**config.mk**
```make
export PLATFORM = sky130hd
export DESIGN_NAME = tagged_hex_position_parser_top_flat
export DESIGN_NICKNAME = d
export VERILOG_FILES = /design/src/design/thp_pkg.sv /design/src/design/thp_byte_if.sv /design/src/design/thp_pos_if.sv /design/src/design/thp_cell.sv /design/src/design/thp_top.sv /design/src/flat_wrapper.sv
export SDC_FILE = /design/constraint.sdc
export NUM_CORES = 1
export LEC_CHECK = 0
export BUFFER_PORTS_ARGS = -buffer_cell sky130_fd_sc_hd__buf_4
export CAP_MARGIN = 20
export CORE_MARGIN = 2
export CORE_UTILIZATION = 35
export CTS_BUF_LIST = sky130_fd_sc_hd__clkbuf_8
export DETAILED_ROUTE_END_ITERATION = 16
export GPL_ROUTABILITY_DRIVEN = 0
export PLACE_DENSITY_LB_ADDON = 0.12
export SYNTH_ARGS = -nofsm -noshare
export SYNTH_HDL_FRONTEND = slang
export SYNTH_HIERARCHICAL = 1
export SYNTH_SLANG_ARGS = --single-unit
```
**constraint.sdc**
```tcl
create_clock -name clk -period 2.8 [get_ports clk]
set_input_delay 0.14 -clock clk [delete_from_list [all_inputs] [get_ports clk]]
set_output_delay 0.14 -clock clk [all_outputs]
set_load 0.005 [all_outputs]
```
**src/design/thp_pkg.sv**
```systemverilog
// package for the tagged hex position parser
// character codes, object identities, window length and the hex digit decode
// no dependencies
package thp_pkg;

  localparam int WIN_LEN = 8;

  localparam logic [7:0] CHAR_COLON = 8'h3a;
  localparam logic [7:0] CHAR_C     = 8'h43;
  localparam logic [7:0] CHAR_B     = 8'h42;
  localparam logic [7:0] CHAR_E     = 8'h45;
  localparam logic [7:0] CHAR_V     = 8'h56;
  localparam logic [7:0] CHAR_T     = 8'h54;
  localparam logic [7:0] CHAR_Y     = 8'h59;
  localparam logic [7:0] CHAR_W     = 8'h57;
  localparam logic [7:0] CHAR_0     = 8'h30;
  localparam logic [7:0] CHAR_9     = 8'h39;
  localparam logic [7:0] CHAR_LA    = 8'h61;
  localparam logic [7:0] CHAR_LF    = 8'h66;
  localparam logic [7:0] HEX_TEN    = 8'd10;

  localparam logic [1:0] OBJ_FRONT = 2'd0;
  localparam logic [1:0] OBJ_BACK  = 2'd1;
  localparam logic [1:0] OBJ_BALL  = 2'd2;

  typedef struct packed {
    logic shift;
    logic clear;
  } cell_ctrl_t;

  function automatic logic [3:0] hex_val(input logic [7:0] c);
    logic [7:0] diff;
    diff = 8'd0;
    if (c >= CHAR_0 && c <= CHAR_9) begin
      diff = c - CHAR_0;
    end else if (c >= CHAR_LA && c <= CHAR_LF) begin
      diff = c - CHAR_LA + HEX_TEN;
    end
    return diff[3:0];
  endfunction

endpackage

```
**src/design/thp_byte_if.sv**
```systemverilog
// request channel carrying one received byte
// depends on thp_pkg
interface thp_byte_if import thp_pkg::*; ();
  logic       valid;
  logic       ready;
  logic [7:0] rx_byte;

  modport source (output valid, output rx_byte, input ready);
  modport sink (input valid, input rx_byte, output ready);
endinterface

```
**src/design/thp_pos_if.sv**
```systemverilog
// request channel carrying one decoded object position
// depends on thp_pkg
interface thp_pos_if import thp_pkg::*; ();
  logic        valid;
  logic        ready;
  logic [1:0]  object_id;
  logic [11:0] x_pos;
  logic [11:0] y_pos;

  modport source (output valid, output object_id, output x_pos, output y_pos, input ready);
  modport sink (input valid, input object_id, input x_pos, input y_pos, output ready);
endinterface

```
**src/design/thp_cell.sv**
```systemverilog
// one byte slot of the sliding window, shifts towards the oldest end
// depends on thp_pkg
module thp_cell import thp_pkg::*; (
  input  logic       clk,
  input  logic       rst,
  input  cell_ctrl_t ctrl,
  input  logic [7:0] d_in,
  output logic [7:0] q,
  output logic [3:0] nib
);

  always_ff @(posedge clk) begin
    if (rst || ctrl.clear) begin
      q <= 8'd0;
    end else if (ctrl.shift) begin
      q <= d_in;
    end
  end

  assign nib = hex_val(q);

endmodule

```
**src/design/thp_top.sv**
```systemverilog
// channel  dir  payload                      request accepted when
// rx       in   rx_byte[7:0]                 rx.valid && rx.ready
// pos      out  object_id, x_pos, y_pos      pos.valid && pos.ready
//
// one byte per cycle while rx.ready is high; the window is a chain of eight byte cells
// that a colon clears and any other accepted byte shifts; the byte completing a result
// loads it into the output register; rx.ready is low only while a result waits there
// and pos.ready is low; synchronous reset clears the window and the output valid
// depends on thp_pkg, thp_byte_if, thp_pos_if, thp_cell
module tagged_hex_position_parser_top import thp_pkg::*; (
  input logic       clk,
  input logic       rst,
  thp_byte_if.sink  rx,
  thp_pos_if.source pos
);

  logic [7:0] win [WIN_LEN];
  logic [3:0] nib [WIN_LEN];
  logic       accept;
  logic       is_colon;
  cell_ctrl_t ctrl;
  logic       hit;
  logic [1:0] id;
  logic       load;
  logic       out_valid;
  logic       out_valid_next;
  logic [1:0] out_id;
  logic [11:0] out_x;
  logic [11:0] out_y;

  assign rx.ready   = !out_valid || pos.ready;
  assign accept     = rx.valid && rx.ready;
  assign is_colon   = rx.rx_byte == CHAR_COLON;
  assign ctrl.clear = accept && is_colon;
  assign ctrl.shift = accept && !is_colon;

  for (genvar i = 0; i < WIN_LEN; i++) begin : g_cell
    thp_cell u_cell (
      .clk  (clk),
      .rst  (rst),
      .ctrl (ctrl),
      .d_in ((i == WIN_LEN - 1) ? rx.rx_byte : win[(i + 1) % WIN_LEN]),
      .q    (win[i]),
      .nib  (nib[i])
    );
  end

  always_comb begin
    hit = 1'b1;
    id  = OBJ_FRONT;
    if (win[0] == CHAR_C && win[1] == CHAR_B && win[2] == CHAR_E) begin
      id = OBJ_FRONT;
    end else if (win[0] == CHAR_C && win[1] == CHAR_V && win[2] == CHAR_T) begin
      id = OBJ_BACK;
    end else if (win[0] == CHAR_B && win[1] == CHAR_Y && win[2] == CHAR_W) begin
      id = OBJ_BALL;
    end else begin
      hit = 1'b0;
    end
  end

  assign load = ctrl.shift && hit;

  always_comb begin
    out_valid_next = out_valid;
    if (pos.ready) begin
      out_valid_next = 1'b0;
    end
    if (load) begin
      out_valid_next = 1'b1;
    end
  end

  always_ff @(posedge clk) begin
    if (rst) begin
      out_valid <= 1'b0;
    end else begin
      out_valid <= out_valid_next;
    end
  end

  always_ff @(posedge clk) begin
    if (load) begin
      out_id <= id;
      out_x  <= {nib[3], nib[4], nib[5]};
      out_y  <= {nib[6], nib[7], hex_val(rx.rx_byte)};
    end
  end

  assign pos.valid     = out_valid;
  assign pos.object_id = out_id;
  assign pos.x_pos     = out_x;
  assign pos.y_pos     = out_y;

`ifndef ASSERT_OFF
  a_clear_empties_window: assert property (@(posedge clk) disable iff (rst)
    ctrl.clear |=> (win[0] == 8'd0 && win[4] == 8'd0 && win[7] == 8'd0))
    else $error("window not cleared after colon");

  a_load_gives_valid: assert property (@(posedge clk) disable iff (rst)
    load |=> pos.valid)
    else $error("matched tag produced no result");

  a_no_bad_id: assert property (@(posedge clk) disable iff (rst)
    pos.valid |-> (pos.object_id == OBJ_FRONT || pos.object_id == OBJ_BACK ||
                   pos.object_id == OBJ_BALL))
    else $error("invalid object identity");

  a_stall_only_when_full: assert property (@(posedge clk) disable iff (rst)
    !rx.ready |-> (out_valid && !pos.ready))
    else $error("input stalled without a waiting result");
`endif

endmodule

```
**src/flat_wrapper.sv**
```systemverilog
// flat-port wrapper written by rule: the top's interface ports become plain ports
module tagged_hex_position_parser_top_flat import thp_pkg::*;
  (clk, rst, rx_valid, rx_rx_byte, rx_ready, pos_valid, pos_object_id, pos_x_pos, pos_y_pos, pos_ready);
  thp_byte_if rx_i ();
  thp_pos_if pos_i ();
  input logic clk;
  input logic rst;
  input wire logic [$bits(rx_i.valid)-1:0] rx_valid;
  input wire logic [$bits(rx_i.rx_byte)-1:0] rx_rx_byte;
  output wire logic [$bits(rx_i.ready)-1:0] rx_ready;
  output wire logic [$bits(pos_i.valid)-1:0] pos_valid;
  output wire logic [$bits(pos_i.object_id)-1:0] pos_object_id;
  output wire logic [$bits(pos_i.x_pos)-1:0] pos_x_pos;
  output wire logic [$bits(pos_i.y_pos)-1:0] pos_y_pos;
  input wire logic [$bits(pos_i.ready)-1:0] pos_ready;
  assign rx_i.valid = rx_valid;
  assign rx_i.rx_byte = rx_rx_byte;
  assign rx_ready = rx_i.ready;
  assign pos_valid = pos_i.valid;
  assign pos_object_id = pos_i.object_id;
  assign pos_x_pos = pos_i.x_pos;
  assign pos_y_pos = pos_i.y_pos;
  assign pos_i.ready = pos_ready;
  tagged_hex_position_parser_top u_core (.clk(clk), .rst(rst), .rx(rx_i), .pos(pos_i));
endmodule
```
---- Word level (Yosys, flattened, before mapping) ----
Cells that the tools add are included.
storage, ports and cells
  register bits after elaboration ......... 91
  bits of input ports ..................... 12
  logic and storage cells ................. 111
cells by class
  add/sub/neg operators ................... 18
  magnitude comparators ................... 24
  equal/unequal tests ..................... 9
  muxes and demuxes ....................... 19
  reductions and logical operators ........ 28
operators with widths
  cell                                                                count
  == test 8 x 7 -> 1 bit (second input constant)                      8
  greater-or-equal comparator 8 x 6 -> 1 bit (second input constant)  6
  greater-or-equal comparator 8 x 7 -> 1 bit (second input constant)  6
  <= comparator 8 x 6 -> 1 bit (second input constant)                6
  <= comparator 8 x 7 -> 1 bit (second input constant)                6
  2-to-1 mux 4 bit                                                    12
  subtractor 4 x 1 -> 4 bit (second input constant)                   12
  adder 4 bit (second input constant)                                 6
  logical AND 1 bit                                                   22
  == test 8 x 6 -> 1 bit (second input constant)                      1
  2-to-1 mux 1 bit                                                    6
  logical NOT 1 bit                                                   2
  logical OR 1 bit                                                    2
  2-to-1 mux 2 bit                                                    1
  nonzero test 2 bit                                                  1
  OR reduction 2 bit                                                  1

---- Longest topological paths before layout ----
Gate-level depths: netlist of the first run.
  word-level depth ........................ 8
  gate-level depth with buffers ........... 8
  gate-level depth less buffers ........... 7

---- Modules after synthesis ----
Netlist of the first run, hierarchy kept.
by module, submodules not included
  module                          times used  cells each  area an instance (µm²)  seq. area each (µm²)
  thp_cell                        8           52          486.7                   160.2
  tagged_hex_position_parser_top  1           83          1214.9                  800.8

---- Worst setup path after synthesis of the first run ----
OpenSTA, ideal clock, no wires.
  path type ............................... flip-flop to flip-flop
  start ................................... register u_core.g_cell[2].u_cell.q[0]
  end ..................................... register u_core.out_id[0], in the netlist u_core/pos.object_id[0] (enable)
  setup time .............................. 385 ps
  data arrival time ....................... 1928 ps
  slack ................................... 487 ps
  cell stages (with the launch flop) ...... 5
  path buffers ............................ 0
  period minus slack after synthesis ...... 2313 ps
  path through ............................ dfxtp_1 or4b_1 o31ai_1 a32oi_1 and3b_1
on the way
  longest elaborated chain between the ends .. 6
  elaborated cells on any way between the ends .. 10
RTL lines
  what                    line            text
  from (decl)             thp_cell.sv:8   output logic [7:0] q,
  from (signal assigned)  thp_cell.sv:16  q <= d_in;
  == test 8 x 7 -> 1 bit  thp_top.sv:55   end else if (win[0] == CHAR_B && win[1] == CHAR_Y && win[2] == CHAR_W) begin
  logical AND 1 bit       thp_top.sv:55
  2-to-1 mux 1 bit        thp_top.sv:55
  2-to-1 mux 1 bit        thp_top.sv:53   end else if (win[0] == CHAR_C && win[1] == CHAR_V && win[2] == CHAR_T) begin
  2-to-1 mux 1 bit (*)    thp_top.sv:51   if (win[0] == CHAR_C && win[1] == CHAR_B && win[2] == CHAR_E) begin
  logical AND 1 bit (*)   thp_top.sv:62   assign load = ctrl.shift && hit;
  named net u_core.load   thp_top.sv:24   logic load;
  to (signal assigned)    thp_top.sv:84   out_id <= id;
  to (decl)               thp_top.sv:27   logic [1:0] out_id;
The timed path passes the listed nets; every way through them passes the cells marked *.
A chain may end at the register's enable or synchronous reset.

---- Worst setup path in the final report of the first run ----
  start ................................... register u_core.g_cell[0].u_cell.q[2]
  end ..................................... register u_core.out_x[2], in the netlist u_core/pos.x_pos[2] (enable)
on the way
  longest elaborated chain between the ends .. 7
  elaborated cells on any way between the ends .. 12
RTL lines
  what                             line            text
  from (decl)                      thp_cell.sv:8
  from (signal assigned)           thp_cell.sv:16
  == test 8 x 7 -> 1 bit           thp_top.sv:55
  logical AND 1 bit (2 in series)  thp_top.sv:55
  2-to-1 mux 1 bit                 thp_top.sv:55
  2-to-1 mux 1 bit                 thp_top.sv:53
  2-to-1 mux 1 bit (*)             thp_top.sv:51
  logical AND 1 bit (*)            thp_top.sv:62
  named net u_core.load            thp_top.sv:24
  to (signal assigned)             thp_top.sv:85   out_x <= {nib[3], nib[4], nib[5]};
  to (decl)                        thp_top.sv:28   logic [11:0] out_x;
Marks and branches as above.

==> results of run 1 <==
[routing by layer]
layer / vias up / share of wire [%] / GRT usage [%] / wire length [microns]
met1: 1442 / 51 / 18.7 / 4410
met5: - / 0 / 0 / 0
met2: 43 / 44 / 19.6 / 3770
li1: 1603 / - / - / -
met3: 11 / 3.1 / 2.24 / 270
met4: 0 / 2.3 / 6.85 / 195
[how the worst min path moves through the flow]
stage | start | endpoint | slack (ns) | cells after the start
after detailed placement | rx_rx_byte[4] | u_core/g_cell[7].u_cell/q[4]$_SDFFE_PP0P_ | 0.42 | 3
after global placement | rx_rx_byte[4] | u_core/g_cell[7].u_cell/q[4]$_SDFFE_PP0P_ | 0.41 | 3
after global routing | rst | u_core/pos.valid$_SDFFE_PP0P_ | 0.05 | 2
after floorplan | rst | u_core/pos.valid$_SDFFE_PP0P_ | 0.26 | 1
after CTS | rx_rx_byte[4] | u_core/g_cell[7].u_cell/q[4]$_SDFFE_PP0P_ | 0.03 | 3
final | rst | u_core/pos.valid$_SDFFE_PP0P_ | 0.05 | 2
[per-stage QoR]
step / power (uW) / util (%) / cell area (sq um)
after floorplan: 1520 / - / 4500
after detailed placement: 1570 / 39.7 / 4980
final: 2480 / 41.3 / 5190
after global placement: 1570 / 39.7 / 4980
after global routing: 2590 / 41.3 / 5190
after CTS: 2530 / 41.3 / 5190
[worst register-to-register path: cells and delay by family (launching register included)]
family	cells	cell delay, ns
buf+inv	1	0.23
flops	1	0.32
simple gates	3	1.24
[power breakdown]
part | leakage, uW | total [uW] | switching [uW] | internal [uW]
Clock | 0.000112 | 946 | 453 | 493
Combinational | 0.00132 | 153 | 80.3 | 73.1
Sequential | 0.000754 | 1380 | 22.3 | 1360
Total | 0.00218 | 2480 | 555 | 1930
[cell type report]
type                       instances  area (sq um)  area share, %
tap                              172           215           4.14
timing repair buffer              42           328           6.31
sequential                        91          2080           40.1
inverter                          31           116           2.24
clock inverter                     7          85.1           1.64
multi-input combinational        286          2240           43.2
clock buffer                       9           124           2.38
[sequential cells by signal (all words and copies together), names as in the netlist]
register	cells
u_core/pos.x_pos	12
u_core/g_cell.u_cell/q	64
u_core/pos.object_id	2
u_core/pos.y_pos	12
u_core/pos.valid	1
==> run metrics, run 1 <==
Stages on worst setup path 4; Worst Max-Slew Pin Slew around 0.66 ns; Post-Place Worst Slack roughly 0.66 ns; WP data required ~2.9 ns; number of port buffers 39; period utilization between 70% and 80%; placed cell count a little over 600; DRC Markers 0; commonest cells after routing, fill and taps aside mux2i_1, nor2_1, dfxtp_1, buf_4, inv_1; DR WL/cell roughly 14 microns; clk_lat worst skew roughly 0.36 ns; R2R depth 4; Core Rows 41; CTS Hold Bufs 0; pin count of the biggest net entering global routing 33; Ports 40; total track usage a little over an eighth; RSZ-0062 raised after global routing no; commonest non-fill, non-tap cell in the layout mux2i_1; min Tclk post-route 2.09 ns; die area 13800 sq um; maxcap violations 0; Pins Over Slew Limit 0; Setup crit start kind register; Reg-to-Reg Start u_core/g_cell[0].u_cell/q[2]$_SDFFE_PP0P_; Crit Path Class reg -> reg; Avg Inst Size Synth roughly 11 sq um; Setup Fix Bufs, Post-CTS 0; final setup violation count 0; critical path endpoint u_core/pos.x_pos[2]$_DFFE_PP_; peak supply drop 177 uV; CTS resizes 0; worst rel slew slack 55.4%; vias in the first global route between 3000 and 4000; fin worst setup slack roughly 0.71 ns; fill count 1229; status completed; Reg clk slew, reported paths roughly 0.09 ns; crit path launch u_core/g_cell[0].u_cell/q[2]$_SDFFE_PP0P_; Final Non-Filler Cells 638; clock sink count 91; core area roughly 13000 sq um; antenna violations before repair 0; vias per inst between 4 and 5; total congestion overflow 0; Power Density ~480 nW/um^2; first-pass GRT wire length 15000 microns; routed wire length 8640 microns; Max stage delay on crit path ~0.54 ns; Fmax achieved between 0.4 and 0.5 GHz; CP delay by family, top simple AND/OR/NAND/NOR gates; DRT antenna net count 0; CTS tree done; CP max-delay cell or4_4; Final HPWL DP around 6200 microns; Hold Path Class in -> reg; crit end category register; DRT Pass-1 Iters 4; synthesized area between 4000 and 5000 sq um; Reg2Reg Capture Point u_core/pos.x_pos[2]$_DFFE_PP_; critical path cell sequence or4_4 -> nor4_4 -> and3b_1 -> buf_12; H-Tree Level Count 3; Mapped Cells roughly 420; chip height 117 microns; CP arrival roughly 2.2 ns; CTS Buffer Depth 2; total CTS buffers 9; initial core utilization between 30 and 40%; share of layout cells above drive strength 1 18.7%; area delta synth->final 15.3%; CP bufs+invs 1; Mapped Nets 455; Die X ~120 microns; Min Hold Slack about 0.047 ns; Leakage 0.00218 uW; Fin. Hold Viols 0; Starting DRT DRC Count 86; Synth Warn # 6; Root Buffer clkbuf_8; critical path peak fanout 22; Final Skew 0.00871 ns; setup_tns 0 ns; Layout Nets 492; DR vias between 3000 and 4000; Antenna Cells 0; r2r setup slk 0.71 ns
(Power assumes the default switching activity.)
==> run 2: changes to the inputs <==
clock period = 2.15 ns   (was 2.8 ns; I/O delays follow)
==> run 2 against run 1 <==
Against the previous run:
- sequential power grew 30%
- die area is the same
- flip-flop and latch count is the same
- via count grew 1.1%
- critical path depth grew 1
- hold slack lost 0.023 ns
- routed wire length grew 3.2%
- fmax grew 8.5%
- critical path type unchanged
- critical endpoint is now u_core/pos.y_pos[9]$_DFFE_PP_
==> run metrics, run 2 (same netlist as run 1, synthesis figures left out) <==
core area 12600 sq um (unchanged); vias per inst 4.87 (+0.34%); total CTS buffers 9 (unchanged); area delta synth->final 16.8%; Final Skew 0.0151 ns (+0.00636 ns); vias in the first global route 3044 (+0.56%); setup_tns 0 ns (unchanged); chip height 117 microns (unchanged); initial core utilization 35.8% (unchanged); utilization after layout 41.9% (+0.53 points); commonest cells after routing, fill and taps aside mux2i_1, nor2_1, dfxtp_1, buf_4, inv_1; met3 wire len 266 microns (-1.5%); critical path peak fanout 12 (-45%); CTS resizes 0 (unchanged); Leakage 0.00221 uW (+1.4%); final setup violation count 0 (unchanged); total power 3170 uW (+28%); period utilization 89.6% (+15 points); CTS tree done; Placement Cell Area 5050 sq um (+1.4%); maxcap violations 0 (unchanged); DRC Markers 0 (unchanged); placed cell count 626 (+0.64%); number of port buffers 39 (unchanged); Core Rows 41 (unchanged); crit end category register; total track usage 13.5% (+0.20 points); status completed; Pins Over Slew Limit 0 (unchanged); Fin. Hold Viols 0 (unchanged); CTS Buffer Depth 2 (unchanged); Hold Path Class in -> reg; min Tclk post-route 1.93 ns (-0.164 ns); DRT Pass-1 Iters 4 (unchanged); CTS Hold Bufs 1 (+1); clk_lat worst skew 0.37 ns (about the same); first-pass GRT wire length 15200 microns (+1.1%); Power Density 603 nW/um^2 (+26%); Fmax achieved 0.519 GHz (+8.5%); Setup crit start kind register; Layout Nets 497 (+1.0%); WP data required 2.23 ns (-0.64 ns); Final Non-Filler Cells 643 (+0.78%); antenna violations before repair 0 (unchanged); Setup Fix Bufs, Post-CTS 0 (unchanged); Ports 40 (unchanged); worst rel slew slack 70.2% (+15 points); CP arrival 2.01 ns (-0.15 ns); Reg clk slew, reported paths 0.09 ns (about the same); Root Buffer clkbuf_8; DRT antenna net count 0 (unchanged); Starting DRT DRC Count 79 (-8.1%); Antenna Cells 0 (unchanged); clock sink count 91 (unchanged); share of layout cells above drive strength 1 19.5% (+0.86 points); Largest register FFs 64 (unchanged); pin count of the biggest net entering global routing 33 (unchanged); total congestion overflow 0 (unchanged); DR vias 3134 (+1.1%); Worst Max-Slew Pin Slew 0.446 ns (-0.217 ns); highest routed layer met4; commonest non-fill, non-tap cell in the layout mux2i_1; die area 13800 sq um (unchanged); RSZ-0062 raised after global routing no; M1 wire length 4600 microns (+4.2%); peak supply drop 244 uV (+37%); Crit Path Class reg -> reg; routed wire length 8920 microns (+3.2%); Final Cell Area 5260 sq um (+1.3%); Die X 117 microns (unchanged); WL met2 3880 microns (+3.1%); Top reg by flops u_core/g_cell.u_cell/q; H-Tree Level Count 3 (unchanged); Final HPWL DP 6400 microns (+3.5%); DR WL/cell 13.9 microns (+2.4%)
## run 2: cell count changes in the layout (fill, tap and decap cells not counted)
cell,delta
buf_12,+3
and3b_1,-1
and3b_2,+1
buf_4,+1
bufinv_16,-1
clkbuf_8,+1
clkinv_2,-1
clkinv_4,+1
dlygate4sd3_1,+1
## run 2: layer usage
layer	track usage, %	up-vias
met5	0	-
met4	6.55	0
met3	2.58	12
met2	20.3	46
met1	18.5	1473
li1	-	1603
## run 2: cell type report
| cell class | count | area (sq um) |
|---|---|---|
| Fill cell | 1235 | 7310 |
| Clock buffer | 10 | 138 |
| Clock inverter | 6 | 58.8 |
| Timing Repair Buffer | 47 | 405 |
| Multi-Input combinational cell | 286 | 2240 |
| Inverter | 31 | 116 |
| Tap cell | 172 | 215 |
| Sequential cell | 91 | 2080 |
## run 2: critical path: stages (launching register included)
cell and delay [ns]:
dfxtp_1 0.46, or4b_1 0.46, o31ai_1 0.08, a32oi_1 0.16
and3b_2 0.32, buf_12 0.15
## run 2: worst paths after layout
path | from | end | slack [ns] | cells after the start
max | u_core/g_cell[2].u_cell/q[0]$_SDFFE_PP0P_ | u_core/pos.y_pos[9]$_DFFE_PP_ | 0.22 | 5
min | rx_rx_byte[4] | u_core/g_cell[7].u_cell/q[4]$_SDFFE_PP0P_ | 0.02 | 3
max reg2reg | u_core/g_cell[2].u_cell/q[0]$_SDFFE_PP0P_ | u_core/pos.y_pos[9]$_DFFE_PP_ | 0.22 | 5
min reg2reg | u_core/g_cell[0].u_cell/q[3]$_SDFFE_PP0P_ | u_core/g_cell[0].u_cell/q[3]$_SDFFE_PP0P_ | 0.50 | 2
## run 2: power by group
part	internal [uW]	switching (uW)
logic	101	108
clock network	561	606
registers	1770	28.7
total	2430	742
## run 2: through the flow
stage                     setup slack [ns]  hold slack (ns)
after floorplan                      0.176            0.223
after global placement               0.244            0.374
after detailed placement             0.243            0.391
after CTS                            0.240          0.00163
after global routing                0.0978           0.0290
final                                0.225           0.0242
